$ cat src/hdl/mclp_pkg.sv
`timescale 1ns / 1ps
// ----------------------------------------------------------------------------
// mclp_pkg
// Shared types and constants of the motor command line parser.
// ----------------------------------------------------------------------------
package mclp_pkg;

  // Character codes used by the parser.
  localparam logic [7:0] CH_CR     = 8'h0D;
  localparam logic [7:0] CH_LF     = 8'h0A;
  localparam logic [7:0] CH_NUL    = 8'h00;
  localparam logic [7:0] CH_SPACE  = 8'h20;
  localparam logic [7:0] CH_TAB    = 8'h09;
  localparam logic [7:0] CH_PLUS   = 8'h2B;
  localparam logic [7:0] CH_MINUS  = 8'h2D;
  localparam logic [7:0] CH_COMMA  = 8'h2C;
  localparam logic [7:0] CH_ZERO   = 8'h30;
  localparam logic [7:0] CH_TWO    = 8'h32;
  localparam logic [7:0] CH_NINE   = 8'h39;
  localparam logic [7:0] CH_QUERY  = 8'h3F;
  localparam logic [7:0] CH_A      = 8'h41;
  localparam logic [7:0] CH_C      = 8'h43;
  localparam logic [7:0] CH_D      = 8'h44;
  localparam logic [7:0] CH_E      = 8'h45;
  localparam logic [7:0] CH_P      = 8'h50;
  localparam logic [7:0] CH_R      = 8'h52;
  localparam logic [7:0] CH_S      = 8'h53;

  // Queue between the classifier and the line engine.
  localparam int QDEPTH = 2;
  localparam int QPTR_W = 1;
  localparam int QCNT_W = 2;

  // Result kinds.
  typedef enum logic [3:0] {
    KIND_PING        = 4'd0,
    KIND_STATUS      = 4'd1,
    KIND_DISABLE_ALL = 4'd2,
    KIND_ENABLE      = 4'd3,
    KIND_DISABLE     = 4'd4,
    KIND_CLEAR       = 4'd5,
    KIND_DUTY        = 4'd6,
    KIND_DIRECTION   = 4'd7,
    KIND_UNKNOWN     = 4'd8,
    KIND_OVERFLOW    = 4'd9
  } cmd_kind_e;

  // Number scanner phases.
  typedef enum logic [2:0] {
    PH_SKIP   = 3'b001,
    PH_DIGITS = 3'b010,
    PH_DONE   = 3'b100
  } num_phase_e;

  // One classified byte as it travels through the queue.
  typedef struct packed {
    logic [7:0] data;
    logic       is_lf;
    logic       is_nul;
    logic       is_space;
    logic       is_digit;
    logic       is_sign;
    logic       is_minus;
  } byte_t;

  // One result item.
  typedef struct packed {
    logic [31:0] value;
    logic [1:0]  motor;
    cmd_kind_e   kind;
  } result_t;

endpackage

$ cat src/hdl/mclp_front.sv
`timescale 1ns / 1ps
// ----------------------------------------------------------------------------
// mclp_front
// Classifies each received byte and drops carriage returns.
// ----------------------------------------------------------------------------
module mclp_front
  import mclp_pkg::*;
(
  input  logic [7:0] rx_byte_i,
  input  logic       rx_valid_i,
  output logic       push_o,
  output byte_t      push_data_o
);

  // Character classes needed by the line engine.
  always_comb begin
    push_data_o.data     = rx_byte_i;
    push_data_o.is_lf    = (rx_byte_i == CH_LF);
    push_data_o.is_nul   = (rx_byte_i == CH_NUL);
    push_data_o.is_space = (rx_byte_i == CH_SPACE) ||
                           ((rx_byte_i >= CH_TAB) && (rx_byte_i <= CH_CR));
    push_data_o.is_digit = (rx_byte_i >= CH_ZERO) && (rx_byte_i <= CH_NINE);
    push_data_o.is_sign  = (rx_byte_i == CH_PLUS) || (rx_byte_i == CH_MINUS);
    push_data_o.is_minus = (rx_byte_i == CH_MINUS);
  end

  // A carriage return is taken but never queued.
  assign push_o = rx_valid_i && (rx_byte_i != CH_CR);

endmodule

$ cat src/hdl/mclp_queue.sv
`timescale 1ns / 1ps
// ----------------------------------------------------------------------------
// mclp_queue
// Short register queue between the classifier and the line engine.
// ----------------------------------------------------------------------------
module mclp_queue
  import mclp_pkg::*;
(
  input  logic  clk_i,
  input  logic  rst_ni,
  input  logic  push_i,
  input  byte_t push_data_i,
  output logic  full_o,
  output logic  empty_o,
  input  logic  pop_i,
  output byte_t pop_data_o
);

  byte_t              mem_q [QDEPTH];
  logic [QPTR_W-1:0]  wr_ptr_q, wr_ptr_d;
  logic [QPTR_W-1:0]  rd_ptr_q, rd_ptr_d;
  logic [QCNT_W-1:0]  count_q, count_d;
  logic               do_push, do_pop;

  assign full_o     = (count_q == QCNT_W'(QDEPTH));
  assign empty_o    = (count_q == '0);
  assign do_push    = push_i && !full_o;
  assign do_pop     = pop_i && !empty_o;
  assign pop_data_o = mem_q[rd_ptr_q];

  // Pointer and fill count update.
  always_comb begin
    wr_ptr_d = wr_ptr_q;
    rd_ptr_d = rd_ptr_q;
    count_d  = count_q;
    if (do_push) begin
      wr_ptr_d = wr_ptr_q + 1'b1;
    end
    if (do_pop) begin
      rd_ptr_d = rd_ptr_q + 1'b1;
    end
    if (do_push && !do_pop) begin
      count_d = count_q + 1'b1;
    end else if (do_pop && !do_push) begin
      count_d = count_q - 1'b1;
    end
  end

  always_ff @(posedge clk_i or negedge rst_ni) begin
    if (!rst_ni) begin
      wr_ptr_q <= '0;
      rd_ptr_q <= '0;
      count_q  <= '0;
    end else begin
      wr_ptr_q <= wr_ptr_d;
      rd_ptr_q <= rd_ptr_d;
      count_q  <= count_d;
    end
  end

  // Entry storage needs no reset.
  always_ff @(posedge clk_i) begin
    if (do_push) begin
      mem_q[wr_ptr_q] <= push_data_i;
    end
  end

endmodule

$ cat src/hdl/mclp_back.sv
`timescale 1ns / 1ps
// ----------------------------------------------------------------------------
// mclp_back
// Line engine: keeps the line state, scans the value and decodes commands
// into a registered result.
// ----------------------------------------------------------------------------
module mclp_back
  import mclp_pkg::*;
#(
  parameter int LINE_CAPACITY = 128
) (
  input  logic    clk_i,
  input  logic    rst_ni,
  input  logic    q_empty_i,
  input  byte_t   q_data_i,
  output logic    q_pop_o,
  output logic    res_valid_o,
  input  logic    res_ready_i,
  output result_t res_o
);

  localparam int LEN_W = $clog2(LINE_CAPACITY);
  localparam logic [LEN_W-1:0] LEN_LIMIT = LEN_W'(LINE_CAPACITY - 1);

  logic [7:0]  c0_q, c0_d, c1_q, c1_d, c2_q, c2_d;
  logic [LEN_W-1:0] len_q, len_d;
  logic        nul_q, nul_d;
  num_phase_e  phase_q, phase_d;
  logic        neg_q, neg_d;
  logic [31:0] acc_q, acc_d;
  logic        valid_q, valid_d;
  result_t     res_q, res_d;
  logic        emit;
  result_t     emit_res;
  result_t     line_res;
  logic        line_nonempty;
  logic [31:0] num;
  logic [31:0] digit;
  logic        c1_motor;

  // An entry is taken whenever the result register is free or being drained.
  assign q_pop_o     = !q_empty_i && (!valid_q || res_ready_i);
  assign res_valid_o = valid_q;
  assign res_o       = res_q;

  assign digit    = {28'd0, q_data_i.data[3:0]};
  assign num      = neg_q ? (32'd0 - acc_q) : acc_q;
  assign c1_motor = (c1_q >= CH_ZERO) && (c1_q <= CH_TWO);

  // Command decode of the finished line, in order of precedence.
  always_comb begin
    line_nonempty  = (c0_q != CH_NUL);
    line_res.kind  = KIND_UNKNOWN;
    line_res.motor = 2'd0;
    line_res.value = 32'd0;
    if (c0_q == CH_P && c1_q == CH_NUL) begin
      line_res.kind = KIND_PING;
    end else if (c0_q == CH_QUERY) begin
      line_res.kind = KIND_STATUS;
    end else if (c0_q == CH_D && c1_q == CH_A) begin
      line_res.kind = KIND_DISABLE_ALL;
    end else if (c1_motor && c0_q == CH_E) begin
      line_res.kind  = KIND_ENABLE;
      line_res.motor = c1_q[1:0];
    end else if (c1_motor && c0_q == CH_D) begin
      line_res.kind  = KIND_DISABLE;
      line_res.motor = c1_q[1:0];
    end else if (c1_motor && c0_q == CH_C) begin
      line_res.kind  = KIND_CLEAR;
      line_res.motor = c1_q[1:0];
    end else if (c1_motor && c2_q == CH_COMMA && c0_q == CH_S) begin
      line_res.kind  = KIND_DUTY;
      line_res.motor = c1_q[1:0];
      line_res.value = num;
    end else if (c1_motor && c2_q == CH_COMMA && c0_q == CH_R) begin
      line_res.kind  = KIND_DIRECTION;
      line_res.motor = c1_q[1:0];
      line_res.value = {31'd0, (num != 32'd0)};
    end
  end

  // Per-byte line state update.
  always_comb begin
    c0_d     = c0_q;
    c1_d     = c1_q;
    c2_d     = c2_q;
    len_d    = len_q;
    nul_d    = nul_q;
    phase_d  = phase_q;
    neg_d    = neg_q;
    acc_d    = acc_q;
    emit     = 1'b0;
    emit_res = line_res;
    if (q_pop_o) begin
      if (q_data_i.is_lf || (len_q >= LEN_LIMIT)) begin
        // End of line or overflow: report a non-empty line or the overflow, and start a fresh line.
        if (q_data_i.is_lf) begin
          emit = line_nonempty;
        end else begin
          emit           = 1'b1;
          emit_res.kind  = KIND_OVERFLOW;
          emit_res.motor = 2'd0;
          emit_res.value = 32'd0;
        end
        c0_d    = CH_NUL;
        c1_d    = CH_NUL;
        c2_d    = CH_NUL;
        len_d   = '0;
        nul_d   = 1'b0;
        phase_d = PH_SKIP;
        neg_d   = 1'b0;
        acc_d   = 32'd0;
      end else begin
        if (!nul_q) begin
          if (q_data_i.is_nul) begin
            nul_d = 1'b1;
          end else if (len_q == LEN_W'(0)) begin
            c0_d = q_data_i.data;
          end else if (len_q == LEN_W'(1)) begin
            c1_d = q_data_i.data;
          end else if (len_q == LEN_W'(2)) begin
            c2_d = q_data_i.data;
          end else begin
            // The value scanner behaves like atoi.
            unique case (phase_q)
              PH_SKIP: begin
                if (q_data_i.is_space) begin
                  phase_d = PH_SKIP;
                end else if (q_data_i.is_sign) begin
                  neg_d   = q_data_i.is_minus;
                  phase_d = PH_DIGITS;
                end else if (q_data_i.is_digit) begin
                  acc_d   = digit;
                  phase_d = PH_DIGITS;
                end else begin
                  phase_d = PH_DONE;
                end
              end
              PH_DIGITS: begin
                if (q_data_i.is_digit) begin
                  acc_d = (acc_q << 3) + (acc_q << 1) + digit;
                end else begin
                  phase_d = PH_DONE;
                end
              end
              PH_DONE: begin
                phase_d = PH_DONE;
              end
              default: begin
                phase_d = PH_DONE;
              end
            endcase
          end
        end
        len_d = len_q + 1'b1;
      end
    end
  end

  // Result register: loads a new result or empties once taken.
  always_comb begin
    valid_d = valid_q;
    res_d   = res_q;
    if (valid_q && res_ready_i) begin
      valid_d = 1'b0;
    end
    if (emit) begin
      valid_d = 1'b1;
      res_d   = emit_res;
    end
  end

  always_ff @(posedge clk_i or negedge rst_ni) begin
    if (!rst_ni) begin
      c0_q    <= CH_NUL;
      c1_q    <= CH_NUL;
      c2_q    <= CH_NUL;
      len_q   <= '0;
      nul_q   <= 1'b0;
      phase_q <= PH_SKIP;
      neg_q   <= 1'b0;
      acc_q   <= 32'd0;
      valid_q <= 1'b0;
    end else begin
      c0_q    <= c0_d;
      c1_q    <= c1_d;
      c2_q    <= c2_d;
      len_q   <= len_d;
      nul_q   <= nul_d;
      phase_q <= phase_d;
      neg_q   <= neg_d;
      acc_q   <= acc_d;
      valid_q <= valid_d;
    end
  end

  // The result payload is qualified by its valid flag.
  always_ff @(posedge clk_i) begin
    res_q <= res_d;
  end

endmodule

$ cat src/hdl/motor_command_line_parser.sv
`timescale 1ns / 1ps
// ----------------------------------------------------------------------------
// motor_command_line_parser
// Turns received serial bytes into decoded motor command results.
//
//   Channel   Dir  Width  Content
//   s_axis    in   8      rx_byte
//   m_axis    out  40     cmd_kind, motor, value
//
// One byte is accepted per clock cycle in steady state; the line engine
// handles each byte as it pops it, and a result appears once the line feed
// that completes it has passed the queue and the result register. The rate
// is set by the line engine behind a two-entry queue. Reset clears the
// line state and the queue at once, with no clearing pass. When the result
// is not taken the engine stops, the queue fills and s_axis_tready drops.
// ----------------------------------------------------------------------------
module motor_command_line_parser
  import mclp_pkg::*;
#(
  parameter int LINE_CAPACITY = 128
) (
  input  logic        clk_i,
  input  logic        rst_ni,
  input  logic        s_axis_tvalid,
  output logic        s_axis_tready,
  input  logic [7:0]  s_axis_tdata,   // [7:0] rx_byte
  output logic        m_axis_tvalid,
  input  logic        m_axis_tready,
  output logic [39:0] m_axis_tdata    // [3:0] cmd_kind, [5:4] motor, [37:6] value
);

  logic    push;
  byte_t   push_data;
  logic    q_full, q_empty, q_pop;
  byte_t   q_data;
  result_t res;

  assign s_axis_tready = !q_full;

  // Classifier.
  mclp_front u_front (
    .rx_byte_i   (s_axis_tdata),
    .rx_valid_i  (s_axis_tvalid && s_axis_tready),
    .push_o      (push),
    .push_data_o (push_data)
  );

  // Queue between the two sides.
  mclp_queue u_queue (
    .clk_i       (clk_i),
    .rst_ni      (rst_ni),
    .push_i      (push),
    .push_data_i (push_data),
    .full_o      (q_full),
    .empty_o     (q_empty),
    .pop_i       (q_pop),
    .pop_data_o  (q_data)
  );

  // Line engine and result register.
  mclp_back #(
    .LINE_CAPACITY (LINE_CAPACITY)
  ) u_back (
    .clk_i       (clk_i),
    .rst_ni      (rst_ni),
    .q_empty_i   (q_empty),
    .q_data_i    (q_data),
    .q_pop_o     (q_pop),
    .res_valid_o (m_axis_tvalid),
    .res_ready_i (m_axis_tready),
    .res_o       (res)
  );

  assign m_axis_tdata = {2'b00, res.value, res.motor, res.kind};

endmodule

$ cat config.mk
export PLATFORM = sky130hd
export DESIGN_NAME = motor_command_line_parser
export DESIGN_NICKNAME = d
export VERILOG_FILES = /design/src/hdl/mclp_pkg.sv /design/src/hdl/mclp_front.sv /design/src/hdl/mclp_queue.sv /design/src/hdl/mclp_back.sv /design/src/hdl/motor_command_line_parser.sv
export SDC_FILE = /design/constraint.sdc
export NUM_CORES = 1
export LEC_CHECK = 0
export ABC_AREA = 1
export BUFFER_PORTS_ARGS = -buffer_cell sky130_fd_sc_hd__clkbuf_2
export CORE_MARGIN = 5
export CORE_UTILIZATION = 56
export DETAILED_ROUTE_END_ITERATION = 12
export PLACE_DENSITY = 0.86
export SETUP_SLACK_MARGIN = 0.02
export SLEW_MARGIN = 20
export SYNTH_ARGS = -nofsm -noshare
export SYNTH_HDL_FRONTEND = slang
export SYNTH_HIERARCHICAL = 1
export SYNTH_SLANG_ARGS = --single-unit
$ cat constraint.sdc
create_clock -name clk_i -period 2.99 [get_ports clk_i]
set_input_delay 0.897 -clock clk_i [delete_from_list [all_inputs] [get_ports clk_i]]
set_output_delay 0.897 -clock clk_i [all_outputs]
set_load 0.05 [all_outputs]
==> results.cfg <==
[final_layout]
final_common_cell = nand2_1
antennaDiodeCount = 0
mostFrequentLayoutCells = nand2_1, nor2_1, inv_1
areaGrowthSynthToFinish_pct = 12.8
final_nets = 1311
drive_above_1_share_pct = 12.4
fill_cells = 1310

[pwr]
finalPower_uw = 9500
ir_worst_vdd_uv = 757
power.leakage_uw = 0.00514
p_per_area_mw_per_mm2 = 915

[detailed_routing]
postRouteAntennaNets = 0
wl_mm = 23.6
via_per_inst = 5.69
drc = 0
firstDrtPassIters = 7
via_count = 8316
wl_per_cell_um = 16.1
drt_iter0_markers = 817

[grt]
grt_overflow = 0
grt_pass1_vias = 7972
grt_pass1_wl_mm = 38.5
antenna_found_initial = 0
grt_max_degree = 74
grt.total_usage_pct = 24.4

[die]
core_area_mm2 = 0.0160
initial_core_util_pct = 57.5
die_h_um = 138
io_pins = 54
num_rows = 46
die-area_mm2 = 0.0191
die_w_um = 138

[yosys]
ys_ff_latch = 139
synth_mux_area_share_pct = 0
synth_enable_flop_cells = 66
yosys.area_share.simple_pct = 26.1
ys_warn_count = 6
synth_top_family_by_area = simple AND/OR/NAND/NOR gates
ys_seq_area_share_pct = 41.4
avgSynthCellArea_um2 = 7.88
yosys.cell_types.count = 54
synthArstFlopShare_pct = 52.5
synth_xor_area_share_pct = 2.95
synth-compound-area-share_pct = 11.9
syn_inst = 1168
synthFlopType = dfrtp_1
syn_area_mm2 = 0.00920
synthAdderAreaFrac_pct = 9.27

[clock_network]
root_buffer = clkbuf_16
cts-buffers-inserted = 17
clock-sinks = 139
cts_hold_buf = 0
clk_pin_slew_ns = 0.06
cts_tree = yes
insertion_delay_ns = 0.43
htree_levels = 4
cts_buffer_depth = 2

[timing]
hold_viol = 0
max-slew-margin-rel_pct = 61.3
grt_setup_unrepaired = false
drv_slew = 0
fmax_ghz = 0.355
post-route-period-util_pct = 94.3
period_minus_slack_ns = 2.82
worstMarginPinSlew_ns = 0.579
setup_viol = 0
finClkSkew_ns = 0.0119
fin_setup_tns_ns = 0

[setup_path]
crit_type = register to register
end_kind = register
reg2reg_slack_ns = 0.17
worst-path-max-fanout = 14
cp-start-kind = register
crit_arrival_ns = 3.12
reg2regPathDepth = 18
required_ns = 3.29

[run_status]
status = finished clean

[placement]
gp_congestion = 0.980
dpl.hpwl_mm = 17.3
port_buffers = 51

[min_path]
hp-class = input pin to asynchronous set/reset pin

[flow_run]
cap_violations = 0
power by group:
| group | switching (uW) | internal [uW] | total, uW |
|---|---|---|---|
| Clock | 818 | 1230 | 2040 |
| Sequential | 329 | 2630 | 2960 |
| Combinational | 3240 | 1260 | 4500 |
| Total | 4380 | 5110 | 9500 |
synthesized netlist by cell type, types with 2 or more instances:
| master | instances | share of area (%) |
|---|---|---|
| xnor2_1 | 11 | 1.0 |
| nand4_1 | 15 | 1.0 |
| nand2_2 | 4 | 0.27 |
| nor2_2 | 6 | 0.41 |
| inv_1 | 144 | 5.9 |
| buf_2 | 6 | 0.33 |
| buf_6 | 4 | 0.49 |
| o221ai_1 | 2 | 0.19 |
| a31oi_1 | 4 | 0.27 |
| nand2_4 | 3 | 0.37 |
| nand2_1 | 271 | 11 |
| a21o_1 | 6 | 0.49 |
| xor2_1 | 20 | 1.9 |
| clkbuf_1 | 4 | 0.16 |
| o21bai_1 | 8 | 0.65 |
| nor2_1 | 150 | 6.1 |
| nor3_1 | 21 | 1.1 |
| fa_1 | 2 | 0.44 |
| a21oi_2 | 5 | 0.48 |
| a21oi_1 | 64 | 3.5 |
| nor4_1 | 6 | 0.41 |
| o22ai_1 | 22 | 1.5 |
| o21ai_0 | 57 | 3.1 |
| nand3b_1 | 4 | 0.33 |
| o21ai_1 | 11 | 0.60 |
| dfrtp_1 | 72 | 20 |
| o21ai_2 | 2 | 0.19 |
| ha_1 | 65 | 8.8 |
| o211ai_1 | 4 | 0.33 |
| nand3_1 | 66 | 3.6 |
| buf_4 | 13 | 1.1 |
| edfxtp_1 | 66 | 22 |
| inv_2 | 9 | 0.37 |
kinds of logic (layout without fill, tap and decap cells):
family,Yosys count,after routing
XOR/XNOR,31,31
buffers and inverters,182,258
AND/OR/NAND/NOR,557,557
adder cells (fa/ha/maj),67,67
flip-flops,139,139
other,1,2
AO/OA/AOI/OAI,191,191
per-layer routing:
layer | global-route usage, % | vias to the layer above | wire length, um
met4 | 9.00 | 0 | 687
met5 | 0 | - | 0
met2 | 41.9 | 373 | 11500
met1 | 30.8 | 3869 | 9510
li1 | - | 4009 | -
met3 | 4.83 | 65 | 1880
final cells by class:
class,instances,area (um2),area share (%)
Clock buffer,18,429,4.13
Clock inverter,14,148,1.42
Inverter,153,574,5.53
Multi-Input combinational cell,848,4680,45.1
Sequential cell,139,3810,36.7
Tap cell,216,270,2.60
Timing Repair Buffer,73,470,4.53
path summary, 6_finish.rpt:
kind                                           to              from
worst max register to register   u_back/acc_q[24]  u_queue/rd_ptr_q
worst min register to register   u_queue/wr_ptr_q  u_queue/wr_ptr_q
worst max-delay path             u_back/acc_q[24]  u_queue/rd_ptr_q
max in group asynchronous       u_back/phase_q[0]            rst_ni
worst min-delay path             u_back/acc_q[30]            rst_ni
min in group clk_i               u_queue/wr_ptr_q  u_queue/wr_ptr_q
worst max-delay path, cell delays in order (launching register included):
cell and delay (ns):
dfrtp_1 0.40, inv_2 0.05, buf_4 0.18, nand2_1 0.07, nand2_1 0.07, ha_1 0.30, ha_1 0.18, inv_1 0.07
fa_2 0.36, o21ai_2 0.16, nand2_1 0.07, nand2_1 0.08, nand2_1 0.07, nand2_2 0.11, a21boi_1 0.12, o21bai_2 0.17
a21oi_2 0.07, o21ai_1 0.08, o21ai_1 0.08
repair_timing:
item	CTS	global route
setup buffers	1	1
pin swaps	1	3
gates resized for setup	1	10
endpoints found under the setup margin	1	13
sequential cells by signal, indices dropped and copies added (netlist names):
register            cells
u_back/len_q            7
u_back/res_valid_o      1
u_queue/wr_ptr_q        1
u_back/phase_q          3
u_back/c2_q             8
u_queue/rd_ptr_q        1
u_back/nul_q            1
u_queue/count_q         2
u_back/acc_q           32
u_back/res_o           38
u_queue/mem_q          28
u_back/neg_q            1
u_back/c1_q             8
u_back/c0_q             8
metrics by stage:
step                      setup WS (ns)  area, um2  hold slack (ns)  util [%]  cells
after global placement            0.156       9750            0.459      60.9   1427
after CTS                        0.0427      10300            0.496      64.6   1460
after global routing             0.0375      10400            0.519      64.9   1461
final                             0.172      10400            0.481      64.9   1461
after detailed placement        0.00538       9750            0.464      60.9   1427
after floorplan                  0.0225       9210            0.444         -   1169
No activity file was read; power rests on OpenSTA's default activity.
